--- src/rtl/core/lsa_pkg.sv ---
// Shared types and constants for the liveness slot allocator.
// No dependencies; used by every module under rtl/core.
package lsa_pkg;

    localparam int NUM_VARS_DEF = 4096;
    localparam int SLOT_W       = 12;
    localparam int INDEX_W      = 12;
    localparam int COUNT_W      = 13;
    localparam int OPCODE_W     = 2;
    localparam int STATUS_W     = 2;

    localparam logic [COUNT_W-1:0] COUNT_MAX = '1;

    localparam logic [OPCODE_W-1:0] OP_COUNT   = 2'd0;
    localparam logic [OPCODE_W-1:0] OP_RELEASE = 2'd1;
    localparam logic [OPCODE_W-1:0] OP_ALLOC   = 2'd2;

    localparam logic [STATUS_W-1:0] ST_OK        = 2'd0;
    localparam logic [STATUS_W-1:0] ST_ZERO      = 2'd1;
    localparam logic [STATUS_W-1:0] ST_EXHAUSTED = 2'd2;
    localparam logic [STATUS_W-1:0] ST_SATURATED = 2'd3;

    typedef struct packed {
        logic [OPCODE_W-1:0] operation;
        logic [INDEX_W-1:0]  var_index;
        logic [INDEX_W-1:0]  op_index;
        logic                is_dep_op;
    } req_t;

    typedef struct packed {
        logic [SLOT_W-1:0]   slot;
        logic [INDEX_W-1:0]  op_echo;
        logic [STATUS_W-1:0] status;
    } rsp_t;

    // controller -> datapath
    typedef struct packed {
        logic clr_en;
        logic capture;
        logic rd_en;
        logic ex_en;
    } lsa_cmd_t;

    // datapath -> controller
    typedef struct packed {
        logic clr_last;
        logic rsp_blocked;
    } lsa_stat_t;

endpackage

--- src/rtl/core/lsa_ctrl.sv ---
// Sequencing FSM for the slot allocator: clear pass, accept, read, execute.
// Depends on lsa_pkg.
module lsa_ctrl (
    input  logic                clk,
    input  logic                rst_n,
    input  logic                req_valid,
    output logic                req_stall,
    input  lsa_pkg::lsa_stat_t  stat,
    output lsa_pkg::lsa_cmd_t   cmd
);

    localparam logic [1:0] S_CLR  = 2'd0;
    localparam logic [1:0] S_IDLE = 2'd1;
    localparam logic [1:0] S_RD   = 2'd2;
    localparam logic [1:0] S_EX   = 2'd3;

    logic [1:0] state_reg;
    logic [1:0] state_next;

    assign req_stall = (state_reg != S_IDLE);

    always_comb
    begin
        state_next  = state_reg;
        cmd         = '0;
        case (state_reg)
            S_CLR:
            begin
                cmd.clr_en = 1'b1;
                if (stat.clr_last)
                begin
                    state_next = S_IDLE;
                end
            end
            S_IDLE:
            begin
                if (req_valid)
                begin
                    cmd.capture = 1'b1;
                    state_next  = S_RD;
                end
            end
            S_RD:
            begin
                cmd.rd_en  = 1'b1;
                state_next = S_EX;
            end
            S_EX:
            begin
                // hold until the result register can take the new result
                if (!stat.rsp_blocked)
                begin
                    cmd.ex_en  = 1'b1;
                    state_next = S_IDLE;
                end
            end
            default:
            begin
                state_next = S_CLR;
            end
        endcase
    end

    always_ff @(posedge clk or negedge rst_n)
    begin
        if (!rst_n)
        begin
            state_reg <= S_CLR;
        end
        else
        begin
            state_reg <= state_next;
        end
    end

endmodule

--- config.mk ---
export PLATFORM = sky130hd
export DESIGN_NAME = lsa_ctrl
export DESIGN_NICKNAME = d
export VERILOG_FILES = /design/src/rtl/core/lsa_pkg.sv /design/src/rtl/core/lsa_ctrl.sv
export SDC_FILE = /design/constraint.sdc
export NUM_CORES = 1
export LEC_CHECK = 0
export BUFFER_PORTS_ARGS = -buffer_cell sky130_fd_sc_hd__clkbuf_2
export CORE_AREA = 2 2 39 41
export CTS_BUF_LIST = sky130_fd_sc_hd__clkbuf_8
export DETAILED_ROUTE_END_ITERATION = 7
export DIE_AREA = 0 0 41 43
export SLEW_MARGIN = 20
export SYNTH_ARGS = -nofsm -noshare
export SYNTH_HDL_FRONTEND = slang
export SYNTH_SLANG_ARGS = --single-unit
--- constraint.sdc ---
create_clock -name clk -period 3.75 [get_ports clk]
set_input_delay 0.75 -clock clk [delete_from_list [all_inputs] [get_ports clk]]
set_output_delay 0.75 -clock clk [all_outputs]
set_load 0.005 [all_outputs]
[Yosys cells after proc, flatten, opt, wreduce, memory -nomap -nowiden]
Cells that the tools add are included.
Storage, ports and cells
  flip-flop bits (word level): 2
  input port bits: 5
  word-level logic and storage cells: 20
Cells by class
  equality and inequality tests: 7
  muxes and demuxes: 10
  reduce and logical (&&, ||, !) cells: 2
Operator list (number)
  $pmux 2 s4: 1
  $mux 1: 6
  $mux 2: 3
  $ne 2x2->1 const B: 3
  $eq 2x2->1 const B: 2
  $reduce_and 3->1: 1
  $eq 2x1->1 const B: 1
  $logic_not 2->1: 1
  $ne 2x1->1 const B: 1

[Depth between registers and ports, before layout]
Gate-level depths: netlist of the first run.
  depth in word-level cells: 3
  gate-level depth with buffers: 5

[Worst setup path after synthesis of the first run]
No wires, ideal clock.
  kind: input to output
  from: input req_valid
  to: output cmd[2] (netlist bit)
  arrival: 0.923 ns
  data required time: 3.000 ns
  path slack: 2.077 ns
  stages on the path: 1
  buffers on the path: 0
  path through: and2_2
Between the ends
  cells in the longest elaborated chain, start to end: 2
RTL lines
  start: declaration: RTL line lsa_ctrl.sv:6  | input logic req_valid,
  $mux 1: RTL line lsa_ctrl.sv:37  | if (req_valid)
  $mux 1: RTL line lsa_ctrl.sv:26  | case (state_reg)
  end: declaration: RTL line lsa_ctrl.sv:9  | output lsa_pkg::lsa_cmd_t cmd
No other way between the ends.

==> results of run 1 <==
cells by family (layout without fill, tap and decap cells):
family                   Yosys count  in the layout
adder cells (fa/ha/maj)            4              4
buffers and inverters              4             16
AND/OR/NAND/NOR                    3              3
multiplexers                       2              2
flip-flops                         2              2
AO/OA/AOI/OAI                      1              1
metal layers:
layer  routed length, um  GRT usage (%)
met1                  97          3.537
met2                 200          6.250
met3                  28          1.571
met4                   0          4.000
met5                   0              0
final cells by class:
| cell class | instances | area (um2) | area share (%) |
|---|---|---|---|
| Inverter | 4 | 15.01 | 5.172 |
| Sequential cell | 2 | 50.05 | 17.24 |
| Tap cell | 16 | 20.02 | 6.897 |
| Multi-Input combinational cell | 10 | 118.9 | 40.95 |
| Timing Repair Buffer | 9 | 45.04 | 15.52 |
| Clock buffer | 3 | 41.29 | 14.22 |
worst min path at each step:
stage / startpoint / endpoint / slack (ps) / cells past startpoint
2_1_floorplan: rst_n / state_reg[0] / 450 / 0
3_3_place_gp: rst_n / state_reg[0] / 540 / 1
3_5_place_dp: rst_n / state_reg[0] / 540 / 1
4_1_cts: rst_n / state_reg[0] / 320 / 1
5_1_grt: rst_n / state_reg[0] / 320 / 1
6_report: rst_n / state_reg[0] / 320 / 1
metrics by stage:
stage               util (%)  instance area (um2)  power, mW  hold WS, ps  instances
floorplan                  -                183.9     0.1363        454.4         16
global placement       17.99                249.0     0.1724        537.9         41
detailed placement     17.99                249.0     0.1754        535.9         41
CTS                    20.98                290.3     0.2609        316.9         44
global route           20.98                290.3     0.2741        315.5         44
finish                 20.98                290.3     0.2527        321.5         44
worst register-to-register path: cells and delay by family, from the launching register on:
kind / cells / cell delay, ps
AO/OA/AOI/OAI: 1 / 210
adder cells (fa/ha/maj): 1 / 200
buffers and inverters: 2 / 160
flip-flops: 1 / 400
multiplexers: 1 / 320
cells in the mapped netlist:
cell type / n
ha_1: 4
nand2_1: 1
dfrtp_1: 2
o221ai_4: 1
mux2_4: 1
inv_1: 2
nor2b_1: 1
mux2i_1: 1
and2_2: 1
clkinv_1: 1
inv_2: 1
where the power goes:
group	switching (mW)	internal (mW)	total [mW]
clock	0.0148	0.0677	0.0825
sequential	0.0106	0.0335	0.0441
combinational	0.0569	0.0693	0.126
==> reports/metrics.yaml, run 1 <==
status: "finished, final reports clean"
preCtsSetupSlack_ps: 1855
fmax_ghz: 0.5248
place_hpwl_um: 294.4
arrival_ps: 1160
cts_setup_buffers: 0
grt_pass1_wl_um: 441
grt_pass1_vias: 127
finalCritPeriodShare_pct: 50.81
reg2reg_to: "state_reg[1]"
worstRegToRegCells: 5
hold_buffers: 0
hp-class: "in2async"
ys.warnings.count: 0
worst_r2r_startpoint: "state_reg[1]"
synthAdderAreaFrac_pct: 27.21
synth_top_family_by_area: "adder cells"
grt_start_max_net_pins: 5
dieHeight_um: 43
syn-num-nets: 25
post-route-drc-count: 0
ant_nets: 0
ys_ff_latch: 2
core_area_um2: 1384
dr.pass1.iters: 1
clock_path_buffers: 2
die-area_um2: 1763
synth-compound-area-share_pct: 14.29
synth_xor_area_share_pct: 0
worstSetupEndpointType: "primary output"
fill_cells: 163
via_count: 149
crit_family: "flip-flops"
cap_violations: 0
layout_common_cells: "9 x clkbuf_2, 4 x ha_1, 3 x clkbuf_8"
synthCells: 16
die_w_um: 41
vias_per_cell: 3.386
insertion_delay_ps: 210
nets: 39
worstSetupEndpoint: "cmd[2]"
r2r_slack_ps: 2350
yosys.area.top_type: "dfrtp_1"
drt_iter0_drc: 0
yosysSeqAreaShare_pct: 27.21
wl_per_cell_um: 7.409
timing.critical_path.fanout_max: 4
boundaryPins: 10
largest_reg_flops: 2
tritoncts: "done"
cp.required_ps: 3000
final_layout_size_suffix_gt1_share_pct: 57.14
cp_slowest_cell: "dfrtp_1"
area_delta_synth_final_pct: 57.82
io_buffer_count: 9
fin_crit_ps: 1906
setup_tns_ps: 0
path_clk_slew_ps: 30
antenna_cells: 0
critical_path.startpoint: "state_reg[1]"
synth_area_leaders: "dfrtp_1 27%, ha_1 27%, o221ai_4 14%"
relSlewSlack_pct: 87.04
critPathMaxStageDelay_ps: 380
path_depth: 4
path_cells: "inv_1, ha_1, and2_2, clkbuf_2"
start_util_pct: 13.29
overflow: 0
cts_resized: 0
setup_viol: 0
cts-buffers-inserted: 3
power_density_nw_per_um2: 870.7
yosys.area_share.simple_pct: 9.524
grt_setup_unrepaired: "false"
tightest_slew_ps: 194.4
crit_path_start_kind: "flip-flop"
num_rows: 14
synthDominantCellAreaShare_pct: 27.21
synth.avg_cell_area_um2: 11.50
slew_violations: 0
muxShareOfSynthArea_pct: 13.61
cts_root_buf: "clkbuf_8"
cts.sinks: 2
fin_skew_ps: 1.741
finalWeightedCongestion: 0.6103
wirelength_um: 326
antenna_found_initial: 0
final_common_cell: "clkbuf_2"
critPathBufInv: 2
track_usage_pct: 4.016
ir_drop_uv: 138.2
h-tree-depth: 1
synth_cell_type_count: 11
path_class: "reg2out"
syn_area_um2: 183.9
setup_ws_ps: 1845
hold_violations: 0
power_leakage_nw: 0.1537
(Power assumes the default switching activity.)
==> inputs of run 2 (changes only) <==
==> constraint.sdc (replaced) <==
create_clock -name clk -period 1.8 [get_ports clk]
set_input_delay 0.36 -clock clk [delete_from_list [all_inputs] [get_ports clk]]
set_output_delay 0.36 -clock clk [all_outputs]
set_load 0.005 [all_outputs]
==> run 2 against run 1 <==
Net effect:
- sequential power up 110%
- non-clock buffer count is 1 higher
- die area unchanged
- first-iteration DRC count unchanged
- clock power grew 110%
- clock skew shrank 1.3 ps
- setup slack got worse by 1600 ps
- global-route usage grew 1.9 points
- count of clock-buffer cells in the layout unchanged
- critical endpoint unchanged
- largest power group unchanged
==> reports/metrics.yaml, run 2 (same netlist as run 1, synthesis figures left out) <==
setup_viol: 0
ir_drop_uv: 230.3
boundaryPins: 10
area_delta_synth_final_pct: 63.27
worst_r2r_startpoint: "state_reg[1]"
dp.cells: 41
preCtsSetupSlack_ps: 386.2
vias_per_cell: 3.444
start_util_pct: 13.29
tritoncts: "done"
post-route-drc-count: 0
final_layout_size_suffix_gt1_share_pct: 55.17
fin_crit_ps: 1515
insertion_delay_ps: 210
tightest_slew_ps: 201.9
largest_reg_flops: 2
grt_pass1_wl_um: 565
die-area_um2: 1763
dieHeight_um: 43
die_w_um: 41
critPathMaxStageDelay_ps: 380
dr.pass1.iters: 1
ant_nets: 0
path_clk_slew_ps: 30
worstSetupEndpointType: "primary output"
cap_violations: 0
fin_skew_ps: 0.3948
place_hpwl_um: 324.8
reg2reg_to: "state_reg[1]"
cp_slowest_cell: "dfrtp_1"
setup_tns_ps: 0
relSlewSlack_pct: 86.54
setup_ws_ps: 284.8
instances_no_fill: 45
arrival_ps: 1160
fmax_ghz: 0.6600
timing.critical_path.fanout_max: 4
track_usage_pct: 5.924
wl_per_cell_um: 8.444
hold_violations: 0
core_area_um2: 1384
path_class: "reg2out"
power_density_nw_per_um2: 1771
antenna_cells: 0
cts.sinks: 2
grt_pass1_vias: 163
antenna_found_initial: 0
worstRegToRegCells: 5
final_common_cell: "clkbuf_2"
io_buffer_count: 9
drt_iter0_drc: 0
cts_root_buf: "clkbuf_8"
finalWeightedCongestion: 0.5683
num_rows: 14
via_count: 155
cts_setup_buffers: 0
wirelength_um: 380
overflow: 0
slew_violations: 0
h-tree-depth: 1
grt_setup_unrepaired: "false"
status: "finished, final reports clean"
clock_path_buffers: 2
cts-buffers-inserted: 3
nets: 40
layout_common_cells: "9 x clkbuf_2, 4 x ha_1, 3 x clkbuf_8"
path_cells: "inv_1, ha_1, and2_2, clkbuf_2"
grt_start_max_net_pins: 5
crit_path_start_kind: "flip-flop"
cp.required_ps: 1440
finalCritPeriodShare_pct: 84.18
hp-class: "in2async"
r2r_slack_ps: 390
power_leakage_nw: 0.1579
-- run 2: changes by cell type in the layout (fill, tap and decap cells not counted), sizes merged --
cell,before,now
dlygate4sd3,0,1
-- run 2: through the flow --
| step | area [um2] | power (mW) | util [%] | hold WS, ps |
|---|---|---|---|---|
| floorplan | 183.9 | 0.2839 | - | 64.41 |
| global placement | 249.0 | 0.3580 | 17.99 | 149.2 |
| detailed placement | 249.0 | 0.3634 | 17.99 | 147.8 |
| CTS | 300.3 | 0.5494 | 21.70 | 475.1 |
| global route | 300.3 | 0.5806 | 21.70 | 484.3 |
| finish | 300.3 | 0.5320 | 21.70 | 468.6 |
-- run 2: worst max-delay path by stage --
stage                            start      endpoint  depth (start not counted)
after floorplan           state_reg[0]  state_reg[1]                          5
after global placement    state_reg[1]  state_reg[1]                          5
after detailed placement  state_reg[1]  state_reg[1]                          5
after CTS                 state_reg[1]        cmd[2]                          4
after global routing      state_reg[1]        cmd[2]                          4
final                     state_reg[1]        cmd[2]                          4
-- run 2: final cells by class --
class                      instances  area, um2
clock buffer                       3      41.29
fill                             159       1084
inverter                           4      15.01
multi-input combinational         10      118.9
sequential                         2      50.05
tap                               16      20.02
timing repair buffer              10      55.05
-- run 2: critical path: cells and delay by family (launching register included) --
| family | cells | cell delay [ps] |
|---|---|---|
| fa+ha+maj | 1 | 220 |
| buf+inv | 2 | 170 |
| flops | 1 | 380 |
| simple gates | 1 | 170 |
-- run 2: metal layers --
layer  part of all wire, %  global-route usage, %  wire length [um]  vias up
li1                      -                      -                 -       76
met1                    27                  2.894               104       74
met2                    64                  9.063               245        5
met3                   7.9                  4.712                30        0
met4                     0                  8.000                 0        0
met5                     0                      0                 0        -
-- run 2: power by group --
group / leakage, nW / internal (mW) / switching (mW)
Clock: 0.0216 / 0.141 / 0.0338
Sequential: 0.0224 / 0.0698 / 0.0215
Combinational: 0.114 / 0.145 / 0.121
-- run 2: repair_timing --
action	CTS	global route
gates resized for setup	0	0
hold buffers	1	0
hold endpoints to repair	2	0
setup endpoints to repair	0	0
==> inputs of run 3 (changes only) <==
==> constraint.sdc (replaced) <==
create_clock -name clk -period 1.4 [get_ports clk]
set_input_delay 0.28 -clock clk [delete_from_list [all_inputs] [get_ports clk]]
set_output_delay 0.28 -clock clk [all_outputs]
set_load 0.005 [all_outputs]
==> run 3 against run 2 <==
Net effect:
- critical endpoint is now cmd[0]
- largest power group unchanged
- the flow now finishes with violations (setup timing)
- clock skew grew 1.0 ps
- combinational power grew 130%
- non-clock buffer count increased by 7
==> reports/metrics.yaml, run 3 (same netlist as run 1, synthesis figures left out) <==
grt_pass1_wl_um: 655
cts_root_buf: "clkbuf_8"
fmax_ghz: 0.7059
slew_violations: 0
core_area_um2: 1384
wirelength_um: 428
place_area_um2: 264.0
clock_path_buffers: 2
finalCritPeriodShare_pct: 101.2
area_delta_synth_final_pct: 116.3
finalWeightedCongestion: 0.5632
final_common_cell: "clkbuf_2"
fin_crit_ps: 1417
track_usage_pct: 6.426
instances_no_fill: 52
status: "finished with violations"
critPathMaxStageDelay_ps: 410
path_clk_slew_ps: 30
post-route-drc-count: 0
antenna_found_initial: 0
preCtsSetupSlack_ps: -2.633
violations: "setup timing"
dp.cells: 43
start_util_pct: 13.29
worstSetupEndpointType: "primary output"
nets: 47
wl_per_cell_um: 8.231
boundaryPins: 10
largest_reg_flops: 2
fin_area_um2: 397.9
cap_violations: 0
fin_skew_ps: 1.436
path_cells: "buf_4, ha_4, nor2b_1, clkbuf_2"
critPathBufInv: 2
die-area_um2: 1763
antenna_cells: 0
crit_family: "flip-flops"
via_count: 183
cts-buffers-inserted: 3
power_density_nw_per_um2: 2400
tightest_slew_ps: 205.3
hold_violations: 0
h-tree-depth: 1
io_buffer_count: 9
die_w_um: 41
final_layout_size_suffix_gt1_share_pct: 72.22
dieHeight_um: 43
worst_r2r_startpoint: "state_reg[0]"
vias_per_cell: 3.519
num_rows: 14
setup_ws_ps: -16.63
overflow: 0
relSlewSlack_pct: 86.31
cp_slowest_cell: "dfrtp_1"
tritoncts: "done"
crit_path_start_kind: "flip-flop"
grt_start_max_net_pins: 4
setup_viol: 2
drt_iter0_drc: 2
hp-class: "in2async"
ir_drop_uv: 552.2
arrival_ps: 1140
critical_path.startpoint: "state_reg[0]"
dr.pass1.iters: 2
place_hpwl_um: 287.4
power_leakage_nw: 0.1982
cts.sinks: 2
timing.critical_path.fanout_max: 3
cp.required_ps: 1120
layout_common_cells: "7 x clkbuf_2, 6 x buf_4, 3 x clkbuf_8, 3 x buf_6"
grt_setup_unrepaired: "true"
grt_pass1_vias: 198
path_class: "reg2out"
insertion_delay_ps: 210
ant_nets: 0
run 3: cell count changes in the layout (fill, tap and decap cells not counted), sizes merged:
cell and change:
buf +9, clkbuf -2
run 3: path summary, 6_finish.rpt:
path | end | slack (ps) | depth (start not counted)
max in group asynchronous | state_reg[0] | 910 | 2
worst max register to register | state_reg[1] | 10 | 5
worst min register to register | state_reg[1] | 650 | 2
worst max-delay path | cmd[0] | -20 | 4
worst min-delay path | state_reg[1] | 390 | 2
min in group clk | state_reg[0] | 460 | 4
run 3: per-stage QoR:
| stage | utilization [%] | hold WS, ps | total power [mW] | TNS [ps] |
|---|---|---|---|---|
| 2_1_floorplan | - | -15.59 | 0.3650 | 0 |
| 3_3_place_gp | 19.08 | 65.71 | 0.5021 | 0 |
| 3_5_place_dp | 19.08 | 67.42 | 0.5053 | -2.633 |
| 4_1_cts | 27.12 | 394.9 | 0.9031 | -26.08 |
| 5_1_grt | 28.75 | 409.6 | 1.026 | -139.9 |
| 6_report | 28.75 | 390.7 | 0.9547 | -23.27 |
run 3: repair_timing:
item | 4_1_cts | 5_1_grt
hold buffers | 1 | 0
gates resized for setup | 7 | 3
pin swaps | 1 | 1
setup buffers | 4 | 1
hold endpoints to repair | 2 | 0
endpoints found under the setup margin | 2 | 5
run 3: final cells by class:
cell class	count	area, um2
Inverter	4	17.52
Tap cell	16	20.02
Clock buffer	3	41.29
Timing Repair Buffer	17	123.9
Fill cell	155	985.9
Multi-Input combinational cell	10	145.1
Sequential cell	2	50.05
run 3: where the power goes:
group	internal, mW	switching (mW)	total [mW]
clock network	0.182	0.0439	0.226
logic	0.378	0.235	0.614
registers	0.0897	0.0257	0.115
run 3: metal layers:
metal,vias up,part of all wire (%),GRT usage (%)
met5,-,0,0
met4,0,0,8.000
li1,92,-,-
met3,0,4.4,4.712
met1,86,32,4.502
met2,5,64,9.063
